===== src/brss_pkg.sv =====
// Shared types, constants and helper functions of the binary range-sort store.
package brss_pkg;

  localparam int PosW = 10;
  localparam int WordBits = 5;
  localparam int WordW = 32;
  localparam int WordIdxW = PosW - WordBits;
  localparam int CntW = PosW + 1;
  localparam int DefArraySize = 1024;
  localparam logic [31:0] ThresholdReset = 32'd0;
  localparam logic [10:0] UsedLengthReset = 11'd1024;

  typedef enum logic [1:0] {
    REQ_LOAD  = 2'd0,
    REQ_SORT  = 2'd1,
    REQ_QUERY = 2'd2,
    REQ_NONE  = 2'd3
  } req_kind_t;

  typedef enum logic {
    REG_THRESHOLD   = 1'b0,
    REG_USED_LENGTH = 1'b1
  } reg_idx_t;

  typedef enum logic [3:0] {
    ST_CLEAR,
    ST_IDLE,
    ST_LD_RD,
    ST_LD_WR,
    ST_Q_RD,
    ST_Q_DATA,
    ST_Q_RESP,
    ST_CNT_RD,
    ST_CNT_ACC,
    ST_SORT_CHK,
    ST_WR_RD,
    ST_WR_WR
  } state_t;

  typedef struct packed {
    logic signed [31:0] threshold;
    logic [10:0]        used_length;
  } cfg_t;

  function automatic logic [WordW-1:0] range_mask(input logic [WordIdxW-1:0] w,
                                                   input logic [PosW-1:0] x,
                                                   input logic [PosW-1:0] y);
    logic [WordW-1:0] m;
    logic [PosW-1:0]  p;
    for (int i = 0; i < WordW; i++) begin
      p = {w, WordBits'(i)};
      m[i] = (p >= x) && (p <= y);
    end
    return m;
  endfunction

  function automatic logic [WordBits:0] pop_count(input logic [WordW-1:0] v);
    logic [WordBits:0] s;
    s = '0;
    for (int i = 0; i < WordW; i++) begin
      s = s + (WordBits+1)'(v[i]);
    end
    return s;
  endfunction

endpackage


===== src/brss_if.sv =====
// Request and result channel interfaces of the binary range-sort store.
interface brss_in_if;
  logic        valid;
  logic        ready;
  logic [1:0]  req_type;
  logic [9:0]  position;
  logic [9:0]  right_end;
  logic        descending;
  logic signed [31:0] element_value;

  modport source(output valid, req_type, position, right_end, descending, element_value,
                 input ready);
  modport sink(input valid, req_type, position, right_end, descending, element_value,
               output ready);
endinterface

interface brss_out_if;
  logic valid;
  logic ready;
  logic bit_at_position;

  modport source(output valid, bit_at_position, input ready);
  modport sink(input valid, bit_at_position, output ready);
endinterface


===== src/brss_cfg.sv =====
// APB-style configuration registers of the binary range-sort store.
module brss_cfg
  import brss_pkg::*;
(
  input  logic        clk,
  input  logic        rst_n,
  input  logic        psel,
  input  logic        penable,
  input  logic        pwrite,
  input  logic [2:0]  paddr,
  input  logic [31:0] pwdata,
  output logic [31:0] prdata,
  output logic        pready,
  output cfg_t        cfg
);

  logic signed [31:0] thr_r;
  logic [10:0]        len_r;
  reg_idx_t           idx;

  assign idx = reg_idx_t'(paddr[2]);
  assign pready = 1'b1;

  always_ff @(posedge clk) begin
    if (!rst_n) begin
      thr_r <= ThresholdReset;
      len_r <= UsedLengthReset;
    end else if (psel && penable && pwrite) begin
      unique case (idx)
        REG_THRESHOLD:   thr_r <= pwdata;
        REG_USED_LENGTH: len_r <= pwdata[10:0];
      endcase
    end
  end

  always_comb begin
    unique case (idx)
      REG_THRESHOLD:   prdata = thr_r;
      REG_USED_LENGTH: prdata = {21'd0, len_r};
    endcase
  end

  assign cfg.threshold = thr_r;
  assign cfg.used_length = len_r;

endmodule


===== src/brss_mem.sv =====
// Bit-array word memory with one write port and a registered read port.
module brss_mem #(
  parameter int Depth = 32,
  parameter int AddrW = 5,
  parameter int DataW = 32
) (
  input  logic             clk,
  input  logic             we,
  input  logic [AddrW-1:0] waddr,
  input  logic [DataW-1:0] wdata,
  input  logic             re,
  input  logic [AddrW-1:0] raddr,
  output logic [DataW-1:0] rdata
);

  logic [DataW-1:0] mem [Depth];

  always_ff @(posedge clk) begin
    if (we) begin
      mem[waddr] <= wdata;
    end
  end

  always_ff @(posedge clk) begin
    if (re) begin
      rdata <= mem[raddr];
    end
  end

endmodule


===== src/brss_ctrl.sv =====
// Request sequencer that counts and rewrites bit-array words by read-modify-write.
module brss_ctrl
  import brss_pkg::*;
#(
  parameter int ArraySize = DefArraySize,
  parameter int AddrW = 5
) (
  input  logic             clk,
  input  logic             rst_n,
  input  cfg_t             cfg,
  brss_in_if.sink          in_req,
  brss_out_if.source       out_rsp,
  output logic             mem_we,
  output logic [AddrW-1:0] mem_waddr,
  output logic [WordW-1:0] mem_wdata,
  output logic             mem_re,
  output logic [AddrW-1:0] mem_raddr,
  input  logic [WordW-1:0] mem_rdata
);

  localparam int NumWords = (ArraySize + WordW - 1) / WordW;
  localparam int SzW = $clog2(ArraySize + 1);
  localparam int LenW = (SzW > 11) ? SzW : 11;

  state_t state_r, state_nxt;
  logic [PosW-1:0]     a_r, b_r, oa_r, ob_r;
  logic                desc_r, bit_r, res_r, qbit_r, out_valid_r;
  logic [WordIdxW-1:0] wc_r;
  logic [CntW-1:0]     cnt_r;
  logic [AddrW-1:0]    clr_r;

  logic [LenW-1:0]  len;
  logic             in_acc, pos_ok, sort_ok, cmp_bit, out_free, last_word, uniform;
  logic [PosW-1:0]  rgt_sat;
  logic [CntW-1:0]  width;
  logic [WordW-1:0] m, om;
  req_kind_t        kind;

  assign kind = req_kind_t'(in_req.req_type);
  assign len = (LenW'(cfg.used_length) > LenW'(ArraySize)) ? LenW'(ArraySize)
                                                           : LenW'(cfg.used_length);
  assign pos_ok = LenW'(in_req.position) < len;
  assign rgt_sat = (LenW'(in_req.right_end) >= len) ? PosW'(len - LenW'(1))
                                                    : in_req.right_end;
  assign sort_ok = pos_ok && (in_req.position <= rgt_sat);
  assign cmp_bit = in_req.element_value <= cfg.threshold;
  assign in_req.ready = (state_r == ST_IDLE);
  assign in_acc = in_req.valid && in_req.ready;
  assign out_free = !out_valid_r || out_rsp.ready;
  assign last_word = (wc_r == b_r[PosW-1:WordBits]);
  assign width = CntW'(b_r) - CntW'(a_r) + CntW'(1);
  assign uniform = (cnt_r == '0) || (cnt_r == width);
  assign m = range_mask(wc_r, a_r, b_r);
  assign om = range_mask(wc_r, oa_r, ob_r);
  assign out_rsp.valid = out_valid_r;
  assign out_rsp.bit_at_position = res_r;

  always_comb begin
    state_nxt = state_r;
    unique case (state_r)
      ST_CLEAR:    if (clr_r == AddrW'(NumWords - 1)) state_nxt = ST_IDLE;
      ST_IDLE: begin
        if (in_acc) begin
          unique case (kind)
            REQ_LOAD:  state_nxt = pos_ok ? ST_LD_RD : ST_IDLE;
            REQ_SORT:  state_nxt = sort_ok ? ST_CNT_RD : ST_IDLE;
            REQ_QUERY: state_nxt = pos_ok ? ST_Q_RD : ST_Q_RESP;
            REQ_NONE:  state_nxt = ST_IDLE;
          endcase
        end
      end
      ST_LD_RD:    state_nxt = ST_LD_WR;
      ST_LD_WR:    state_nxt = ST_IDLE;
      ST_Q_RD:     state_nxt = ST_Q_DATA;
      ST_Q_DATA:   state_nxt = ST_Q_RESP;
      ST_Q_RESP:   if (out_free) state_nxt = ST_IDLE;
      ST_CNT_RD:   state_nxt = ST_CNT_ACC;
      ST_CNT_ACC:  state_nxt = last_word ? ST_SORT_CHK : ST_CNT_RD;
      ST_SORT_CHK: state_nxt = uniform ? ST_IDLE : ST_WR_RD;
      ST_WR_RD:    state_nxt = ST_WR_WR;
      ST_WR_WR:    state_nxt = last_word ? ST_IDLE : ST_WR_RD;
      default:     state_nxt = ST_IDLE;
    endcase
  end

  always_comb begin
    mem_we = 1'b0;
    mem_waddr = AddrW'(wc_r);
    mem_wdata = mem_rdata;
    mem_re = 1'b0;
    mem_raddr = AddrW'(wc_r);
    unique case (state_r)
      ST_CLEAR: begin
        mem_we = 1'b1;
        mem_waddr = clr_r;
        mem_wdata = '0;
      end
      ST_LD_RD, ST_Q_RD, ST_CNT_RD, ST_WR_RD: mem_re = 1'b1;
      ST_LD_WR: begin
        mem_we = 1'b1;
        mem_wdata[a_r[WordBits-1:0]] = bit_r;
      end
      ST_WR_WR: begin
        mem_we = 1'b1;
        mem_wdata = (mem_rdata & ~m) | (om & m);
      end
      default: mem_we = 1'b0;
    endcase
  end

  always_ff @(posedge clk) begin
    if (!rst_n) begin
      state_r <= ST_CLEAR;
      clr_r <= '0;
      out_valid_r <= 1'b0;
    end else begin
      state_r <= state_nxt;
      if (state_r == ST_CLEAR) begin
        clr_r <= clr_r + AddrW'(1);
      end
      if (state_r == ST_Q_RESP && out_free) begin
        out_valid_r <= 1'b1;
      end else if (out_rsp.ready) begin
        out_valid_r <= 1'b0;
      end
    end
  end

  always_ff @(posedge clk) begin
    unique case (state_r)
      ST_IDLE: begin
        a_r <= in_req.position;
        b_r <= rgt_sat;
        desc_r <= in_req.descending;
        bit_r <= cmp_bit;
        wc_r <= in_req.position[PosW-1:WordBits];
        cnt_r <= '0;
        qbit_r <= 1'b0;
      end
      ST_Q_DATA: qbit_r <= mem_rdata[a_r[WordBits-1:0]];
      ST_Q_RESP: if (out_free) res_r <= qbit_r;
      ST_CNT_ACC: begin
        cnt_r <= cnt_r + CntW'(pop_count(mem_rdata & m));
        if (!last_word) wc_r <= wc_r + WordIdxW'(1);
      end
      ST_SORT_CHK: begin
        wc_r <= a_r[PosW-1:WordBits];
        if (!desc_r) begin
          oa_r <= a_r;
          ob_r <= PosW'(CntW'(a_r) + cnt_r - CntW'(1));
        end else begin
          oa_r <= PosW'(CntW'(b_r) - cnt_r + CntW'(1));
          ob_r <= b_r;
        end
      end
      ST_WR_WR: if (!last_word) wc_r <= wc_r + WordIdxW'(1);
      default: ;
    endcase
  end

endmodule


===== src/binary_range_sort_store_core.sv =====
// Binary range-sort store: a bit array in a word memory, with load, range sort and query.
// Each position holds one bit, set on load when the value is at most the threshold. The
// bits live in a memory of 32-bit words; loads and range sorts are done by read-modify-write
// of whole words through one read and one write port, and a query reads one word. A query
// result may wait for the result channel. A range sort makes one pass over its words that
// counts the ones and, unless the range is all zeros or all ones, a second pass that
// rewrites them. After reset a clearing pass zeroes the memory while no request is taken;
// configuration writes are taken at any time.
module binary_range_sort_store_core
  import brss_pkg::*;
#(
  parameter int ARRAY_SIZE = DefArraySize
) (
  input  logic        clk,
  input  logic        rst_n,
  brss_in_if.sink     in_req,
  brss_out_if.source  out_rsp,
  input  logic        psel,
  input  logic        penable,
  input  logic        pwrite,
  input  logic [2:0]  paddr,
  input  logic [31:0] pwdata,
  output logic [31:0] prdata,
  output logic        pready
);

  localparam int NumWords = (ARRAY_SIZE + WordW - 1) / WordW;
  localparam int AddrW = (NumWords > 1) ? $clog2(NumWords) : 1;

  cfg_t             cfg;
  logic             mem_we, mem_re;
  logic [AddrW-1:0] mem_waddr, mem_raddr;
  logic [WordW-1:0] mem_wdata, mem_rdata;

  brss_cfg u_cfg (
    .clk(clk), .rst_n(rst_n), .psel(psel), .penable(penable), .pwrite(pwrite),
    .paddr(paddr), .pwdata(pwdata), .prdata(prdata), .pready(pready), .cfg(cfg)
  );

  brss_ctrl #(.ArraySize(ARRAY_SIZE), .AddrW(AddrW)) u_ctrl (
    .clk(clk), .rst_n(rst_n), .cfg(cfg), .in_req(in_req), .out_rsp(out_rsp),
    .mem_we(mem_we), .mem_waddr(mem_waddr), .mem_wdata(mem_wdata),
    .mem_re(mem_re), .mem_raddr(mem_raddr), .mem_rdata(mem_rdata)
  );

  brss_mem #(.Depth(NumWords), .AddrW(AddrW), .DataW(WordW)) u_mem (
    .clk(clk), .we(mem_we), .waddr(mem_waddr), .wdata(mem_wdata),
    .re(mem_re), .raddr(mem_raddr), .rdata(mem_rdata)
  );

`ifndef ASSERT_OFF
  a_clear_blocks: assert property (@(posedge clk) $past(!rst_n) |-> !in_req.ready)
    else $error("Request taken during the clearing pass.");
  a_no_early_result: assert property (@(posedge clk) disable iff (!rst_n)
    (in_req.valid && in_req.ready && in_req.req_type != REQ_QUERY) |=> !$rose(out_rsp.valid))
    else $error("Result raised right after a non-query request.");
  a_one_access: assert property (@(posedge clk) disable iff (!rst_n)
    !(mem_we && mem_re))
    else $error("Memory read and write issued in the same cycle.");
`endif

endmodule

===== src/flat_wrapper.sv =====
// flat-port wrapper written by rule: the top's interface ports become plain ports
module binary_range_sort_store_core_flat import brss_pkg::*;
#(
  parameter int ARRAY_SIZE = DefArraySize
)
  (clk, rst_n, psel, penable, pwrite, paddr, pwdata, prdata, pready, in_req_valid, in_req_req_type, in_req_position, in_req_right_end, in_req_descending, in_req_element_value, in_req_ready, out_rsp_valid, out_rsp_bit_at_position, out_rsp_ready);
  brss_in_if in_req_i ();
  brss_out_if out_rsp_i ();
  input  logic clk;
  input  logic rst_n;
  input  logic psel;
  input  logic penable;
  input  logic pwrite;
  input  logic [2:0] paddr;
  input  logic [31:0] pwdata;
  output logic [31:0] prdata;
  output logic pready;
  input wire logic [$bits(in_req_i.valid)-1:0] in_req_valid;
  input wire logic [$bits(in_req_i.req_type)-1:0] in_req_req_type;
  input wire logic [$bits(in_req_i.position)-1:0] in_req_position;
  input wire logic [$bits(in_req_i.right_end)-1:0] in_req_right_end;
  input wire logic [$bits(in_req_i.descending)-1:0] in_req_descending;
  input wire logic [$bits(in_req_i.element_value)-1:0] in_req_element_value;
  output wire logic [$bits(in_req_i.ready)-1:0] in_req_ready;
  output wire logic [$bits(out_rsp_i.valid)-1:0] out_rsp_valid;
  output wire logic [$bits(out_rsp_i.bit_at_position)-1:0] out_rsp_bit_at_position;
  input wire logic [$bits(out_rsp_i.ready)-1:0] out_rsp_ready;
  assign in_req_i.valid = in_req_valid;
  assign in_req_i.req_type = in_req_req_type;
  assign in_req_i.position = in_req_position;
  assign in_req_i.right_end = in_req_right_end;
  assign in_req_i.descending = in_req_descending;
  assign in_req_i.element_value = in_req_element_value;
  assign in_req_ready = in_req_i.ready;
  assign out_rsp_valid = out_rsp_i.valid;
  assign out_rsp_bit_at_position = out_rsp_i.bit_at_position;
  assign out_rsp_i.ready = out_rsp_ready;
  binary_range_sort_store_core #(.ARRAY_SIZE(ARRAY_SIZE)) u_core (.clk(clk), .rst_n(rst_n), .in_req(in_req_i), .out_rsp(out_rsp_i), .psel(psel), .penable(penable), .pwrite(pwrite), .paddr(paddr), .pwdata(pwdata), .prdata(prdata), .pready(pready));
endmodule

===== config.mk =====
export PLATFORM = sky130hd
export DESIGN_NAME = binary_range_sort_store_core_flat
export DESIGN_NICKNAME = d
export VERILOG_FILES = /design/src/brss_pkg.sv /design/src/brss_if.sv /design/src/brss_cfg.sv /design/src/brss_mem.sv /design/src/brss_ctrl.sv /design/src/binary_range_sort_store_core.sv /design/src/flat_wrapper.sv
export SDC_FILE = /design/constraint.sdc
export NUM_CORES = 2
export LEC_CHECK = 0
export CAP_MARGIN = 20
export CORE_MARGIN = 2
export CORE_UTILIZATION = 30
export CTS_BUF_LIST = sky130_fd_sc_hd__clkbuf_8 sky130_fd_sc_hd__clkbuf_16
export CTS_CLUSTER_DIAMETER = 50
export DETAILED_ROUTE_END_ITERATION = 10
export DONT_BUFFER_PORTS = 1
export MAX_ROUTING_LAYER = met4
export PLACE_DENSITY = 0.53
export SLEW_MARGIN = 15
export SYNTH_ARGS = -nofsm -noshare
export SYNTH_HDL_FRONTEND = slang
export SYNTH_SLANG_ARGS = --single-unit

===== constraint.sdc =====
create_clock -name clk -period 10.3 [get_ports clk]
set_input_delay 1.545 -clock clk [delete_from_list [all_inputs] [get_ports clk]]
set_output_delay 1.545 -clock clk [all_outputs]
set_load 0.02 [all_outputs]

== Word level (Yosys, flattened, before mapping) ==
Memory sizes are Yosys's and may differ from the RTL's. A register that Yosys moved wholly into a read port is not among the register bits.
Index checks and enable logic that the tools add are counted.
Word-level totals
  input port bits: 97
  bits in writable memories: 1024
  memories kept: 1
  register bits after elaboration: 113
Operators by class
  eq/ne operators: 21
  reductions and logical operators: 88
  multiplexer cells: 33
  order comparisons: 135
  bitwise operators: 6
  add/subtract/negate cells: 41
Memories
  u_core.u_mem.mem: depth 32, bits a word 32, read ports 1, clocked after memory_dff 1, write ports 1, RTL line brss_mem.sv:16  | logic [DataW-1:0] mem [Depth];
Operators by type and width (number)
  $le A10 B10 Y1: 65
  $ge A10 B10 Y1: 64
  $add A6 B1 Y6: 26
  $and A32 B32 Y32: 3
  $pmux W32 S3: 1
  $logic_and A1 B1 Y1: 70
  $pmux W32 S2: 1
  $pmux W4 S11: 1
  $bwmux W32: 1
  $le A32 B32 Y1: 1
  $not A32 Y32: 1
  $or A32 B32 Y32: 1
  $mux W10: 3
  $mux W4: 6
  $pmux W11 S2: 1
  $sub A10 B1 Y10 const B: 2
  $eq A4 B3 Y1 const B: 4
  $eq A4 B4 Y1 const B: 4
  $pmux W4 S4: 1
  $pmux W5 S3: 1
  $add A11 B1 Y11 const B: 1
  $add A11 B6 Y11: 1
  $eq A11 B11 Y1: 1
  $ge A10 B11 Y1: 1
  other kinds (43): 63

== Depth between registers and ports, before layout ==
  depth after elaboration: 36
  mapped depth: 29
  mapped depth without buffers: 27

== By module ==
Synthesis repeated with hierarchy kept, for this count alone.
Second synthesis, totals
  cell total of the unflattened synthesis: 4021
  area total of the unflattened synthesis: 54593.6 um^2
Modules (own cells, without submodules)
  brss_mem: times used 1, area each 40812.9 um^2, cells an instance 2260
  brss_ctrl: times used 1, area each 11798.8 um^2, cells an instance 1546
  brss_cfg: times used 1, area each 1981.9 um^2, cells an instance 215

== Worst setup path before layout ==
OpenSTA, ideal clock, no wires.
  kind: register to register
  start: reg u_core.u_ctrl.wc_r[4] (netlist: u_core.u_ctrl.mem_raddr[4])
  end: reg u_core.u_ctrl.cnt_r[10] (data pin)
  period minus slack after synthesis: 7.264 ns
  slack: 3.036 ns
  data required time: 10.034 ns
  arrival: 6.998 ns
  setup time: 0.266 ns
  cell stages (with the launch flop): 27
  cell sequence: edfxtp_1 > ha_1 > and4_1 > buf_4 > and2_1 > a221oi_2 > o31ai_1 > and3_1 > and2_1 > fa_1 > inv_1 > fa_1 > fa_1 > fa_1 > fa_1 > inv_1 > fa_1 > inv_1 > fa_1 > fa_1 > nor2b_1 > o21ai_0 > a21boi_1 > o211ai_1 > a21oi_1 > xnor2_1 > nor2_1
On the way
  word-level cells in the longest chain between the ends: 36
  elaborated cells between the ends (all ways): 130
  those cells by class: add/sub (32); order compare (64); mux (1); bitwise (1); reduce/logical (32)
Ends and longest elaborated chain
  from (decl): RTL line brss_ctrl.sv:28  | logic [WordIdxW-1:0] wc_r;
  from (signal assigned): RTL line brss_ctrl.sv:136  | wc_r <= in_req.position[PosW-1:WordBits];
  from (signal assigned): RTL line brss_ctrl.sv:144  | if (!last_word) wc_r <= wc_r + WordIdxW'(1);
  from (signal assigned): RTL line brss_ctrl.sv:147  | wc_r <= a_r[PosW-1:WordBits];
  $ge A10 B10 Y1 / $le A10 B10 Y1 (equally long branches): RTL line brss_pkg.sv:52  | m[i] = (p >= x) && (p <= y);
  $logic_and A1 B1 Y1: RTL line brss_pkg.sv:52
  $and A32 B32 Y32 *: RTL line brss_ctrl.sv:143  | cnt_r <= cnt_r + CntW'(pop_count(mem_rdata & m));
  $add A1 B1 Y2: RTL line brss_pkg.sv:61  | s = s + (WordBits+1)'(v[i]);
  $add A2 B1 Y3: RTL line brss_pkg.sv:61
  $add A3 B1 Y4: RTL line brss_pkg.sv:61
  $add A4 B1 Y5: RTL line brss_pkg.sv:61
  $add A5 B1 Y6: RTL line brss_pkg.sv:61
  $add A6 B1 Y6 (25 in series): RTL line brss_pkg.sv:61
  $add A6 B1 Y6 *: RTL line brss_pkg.sv:61
  $add A11 B6 Y11 *: RTL line brss_ctrl.sv:143
  $pmux W11 S2 *: RTL line brss_ctrl.sv:130  | unique case (state_r)
  to (signal assigned): RTL line brss_ctrl.sv:143
  to (decl): RTL line brss_ctrl.sv:29  | logic [CntW-1:0] cnt_r;
Mark *: on every way between the ends. The rest lies on a longest branch, timed or not.
A chain may end at the register's enable or synchronous reset.

== Worst setup path in the final report ==
  start: reg u_core.u_ctrl.wc_r[4] (netlist: u_core.u_ctrl.mem_raddr[4])
  end: reg u_core.u_ctrl.cnt_r[8] (data pin)
Same word-level chain as after synthesis.

==> summary by stage <==
Outcome
The flow ran to the end, and the final reports show no timing, DRC or antenna violations.

Yosys
The synthesized flop and latch total is 1169. The area of the mapped netlist is 53500 µm². The library cell with the largest summed area after synthesis is edfxtp_1.

The average footprint of a synthesized cell is 16.2 µm². Of the post-synthesis cell area, the dominant cell type holds 0.627. The number of warnings issued by yosys is 0. The number of flops mapped to enable cells by yosys is 1116. The most repeated cell in the gate-level netlist after synthesis is edfxtp_1. In the post-synthesis netlist, the biggest area contributors are edfxtp_1, mux4_2, ha_1, dfxtp_1, nand2_1. The share of the yosys chip area belonging to registers is 0.647.

The async set-or-reset flop fraction in the synthesized netlist is 0. The number of instances in the synthesized netlist is 3301. The number of distinct standard cells referenced by the synthesized netlist is 76.

The number of nets handed over by synthesis was 3584. Counting instances in the post-synthesis netlist gives the leading cell types as edfxtp_1, mux4_2, nand2_1, nor2_1, ha_1. In the synthesized netlist the dominant register cell turns out to be edfxtp_1.

Floorplanning
The floorplan die height is 426 µm. The floorplan die width is 426 µm. For this design the top-level I/O count stands at 133. The overall die area is 182000 µm². The initial utilization of the core area, before any placement, comes to 0.303.

The area of the core is 177000 µm². The number of rows created at floorplan is 154.

Placement
Routability-driven placement finished with a final weighted congestion of 0.974. The half-perimeter wire length after placement is 94.0 mm. The count of port buffers added during placement is 0.

The worst slack after detailed placement is 1650 ps. After detailed placement, the total cell area comes to 56600 µm².

Run
The count of max-cap constraint violations is 0.

Hold path
In this run the worst hold path is classified as reg -> reg. The worst hold path begins at u_core.u_cfg.thr_r[25].

Setup path
The startpoint type of the worst setup path is a flop. Of all nets on the critical path, the largest fanout is 10. At the worst endpoint, the arrival time is 9230 ps. STA classifies the critical path endpoint as a flop. The cell seen most often among critical-path stages is fa_1. In this run the worst setup path begins at u_core.u_ctrl.mem_raddr[4]. The category of the most critical setup path is reg -> reg. The buffer and inverter count on the worst path is 4. The cell family contributing the most delay on the critical path is adder cells. The peak per-stage delay on the critical path is 700 ps. At the worst endpoint, the required time is 10780 ps. The standard cell with the maximum stage delay on the critical path is edfxtp_1. For flop-to-flop paths, the worst setup slack is 1550 ps. In this run the critical register-to-register path is launched from u_core.u_ctrl.mem_raddr[4].

Clocking
The clock edge transition at the registers on the reported setup and hold paths is 50 ps. The number of sinks handled by clock tree synthesis is 1169. The number of buffers inserted during clock tree synthesis is 138. The number of cells upsized or downsized after cts is 0. TritonCTS built the clock tree. The cell at the root of the clock tree is clkbuf_16. CTS built an H-tree with a depth of 4. The number of hold-repair buffers added at the cts stage is 0. The longest clock path from root to sink contains 3 buffers. The buffer count from post-CTS setup fixing is 0. The clock latency on the worst-skew pair is 760 ps.

Final layout
The finished cells cover 61200 µm². Summing all flip-flop and latch instances after layout gives 34600 µm². The layout net count is 3636. The fraction of final layout cells sized beyond drive strength 1 is 0.208. Counting the fill cells in the layout gives 16.7k. The layout overhead on the synthesized area is 14.5%.

The footprint of the multi-input gates is 17900 µm².

Detailed routing
The number of nets with antenna violations after detailed routing is 0. The routed wire length per instance is 26.7 µm. Dividing the detail-routed via count by the number of cells gives 5.26. The aggregate routed wire length is 155 mm. The number of vias in the routed layout is 30.5k.

After detailed routing, the number of remaining DRC violations is 0. The DRC violation total after the first TritonRoute iteration is 2965. The pre-antenna-repair detailed-routing pass consisted of 6 iterations.

Timing
The fmax is 114 MHz. Setup violations remaining at the end of the flow were counted as 0. The worst path needs 8750 ps of the cycle, external delays included. Setup repair after global routing left no endpoint under its margin. The worst path meets setup with 1550 ps of slack. The slew of the pin with the lowest slew margin is 1160 ps. The final-report hold violation count came to 0. Between clock sinks in the finished design, the worst skew comes to 27.5 ps. Of the available clock period, the critical path in the final layout requires 0.849. For the final routed database, the setup TNS stands at 0 ps. The number of pins exceeding their max-slew limit in the final report is 0.

In this run the tightest slew margin relative to its limit is 0.229.

Global routing
The aggregate global-route resource usage is 0.174. The remaining global-route overflow is 0. Entering global routing, the biggest net connects 141 pins. The number of global-route vias before repair came to 30.1k. The first global-routing pass estimated 222 mm of wire. The number of antenna violations at the first check in global routing is 0.

Pwr
The leakage power summed over all cells is 19.3 nW. Power spread over the standard cell area amounts to 166 nW/µm². After layout, the design draws a total of 10.1 mW.

IR analysis of the VDD net gives a maximum drop of 0.0920 mV.
-- where the power goes --
part           switching [mW]  internal, mW
registers              0.0143          5.19
clock network            1.93          2.85
logic                   0.105        0.0589
-- final timing paths --
path                                 end  depth (start not counted)
setup / recovery  u_core.u_ctrl.cnt_r[8]                         25
hold / removal    u_core.u_cfg.thr_r[25]                          2
setup reg to reg  u_core.u_ctrl.cnt_r[8]                         25
hold reg to reg   u_core.u_cfg.thr_r[25]                          2
-- worst reg2reg max path, delay by kind of cell, from the launching register on --
kind                     cells  cell delay (ps)
adder cells (fa/ha/maj)      9             4580
AND/OR/NAND/NOR              6             1430
AO/OA/AOI/OAI                5             1430
flip-flops                   1              700
buffers and inverters        4              210
XOR/XNOR                     1              140
-- metal layers --
layer,GRT usage,vias up,wire (µm)
met4,0.0428,0,3290
met5,-,-,0
li1,-,13219,-
met3,0.0282,217,8930
met1,0.237,16018,68800
met2,0.272,1024,73700
-- per-stage QoR --
step,hold slack [ps],cells,util
4_1_cts,465,5791,0.346
2_1_floorplan,400,3301,-
3_3_place_gp,450,5544,0.320
6_report,462,5798,0.346
5_1_grt,478,5797,0.346
3_5_place_dp,459,5547,0.320
-- layout make-up --
class | instances | share of cell area
antenna | 1 | 0.0000409
clock buffer | 147 | 0.0599
clock inverter | 97 | 0.0132
inverter | 144 | 0.00883
multi-input combinational | 1815 | 0.293
sequential | 1169 | 0.565
tap | 2340 | 0.0478
timing repair buffer | 85 | 0.0121
-- sequential cells by signal (all words and copies together), names as in the netlist, 4 cells and up --
name,flops
u_core.u_ctrl.cnt_r,11
u_core.u_ctrl.state_r,4
u_core.u_cfg.len_r,11
u_core.u_ctrl.ob_r,10
u_core.u_ctrl.oa_r,10
u_core.u_cfg.thr_r,32
u_core.u_mem.mem,1024
u_core.u_ctrl.a_r,10
u_core.u_mem.rdata,32
u_core.u_ctrl.mem_raddr,5
u_core.u_ctrl.b_r,10
u_core.u_ctrl.clr_r,5
-- layout by cell type, fill, tap and decap left out, types with 48 or more instances in the layout --
cell type / instances
nand3_1: 53
edfxtp_1: 1116
inv_1: 162
mux4_2: 330
a21oi_1: 126
clkbuf_16: 146
dfxtp_1: 53
ha_1: 157
o21ai_0: 80
nor3_1: 48
nor2_1: 127
buf_4: 74
nand2_1: 240
-- cell families after synthesis --
| kind of cell | share of synthesized area |
|---|---|
| simple gates | 0.0599 |
| mux | 0.154 |
| buf+inv | 0.0246 |
| xor+xnor | 0.00819 |
| other cells | 0.0000701 |
| fa+ha+maj | 0.0476 |
| flops | 0.647 |
| compound gates | 0.0588 |
Power figures use the tool's default switching activity.
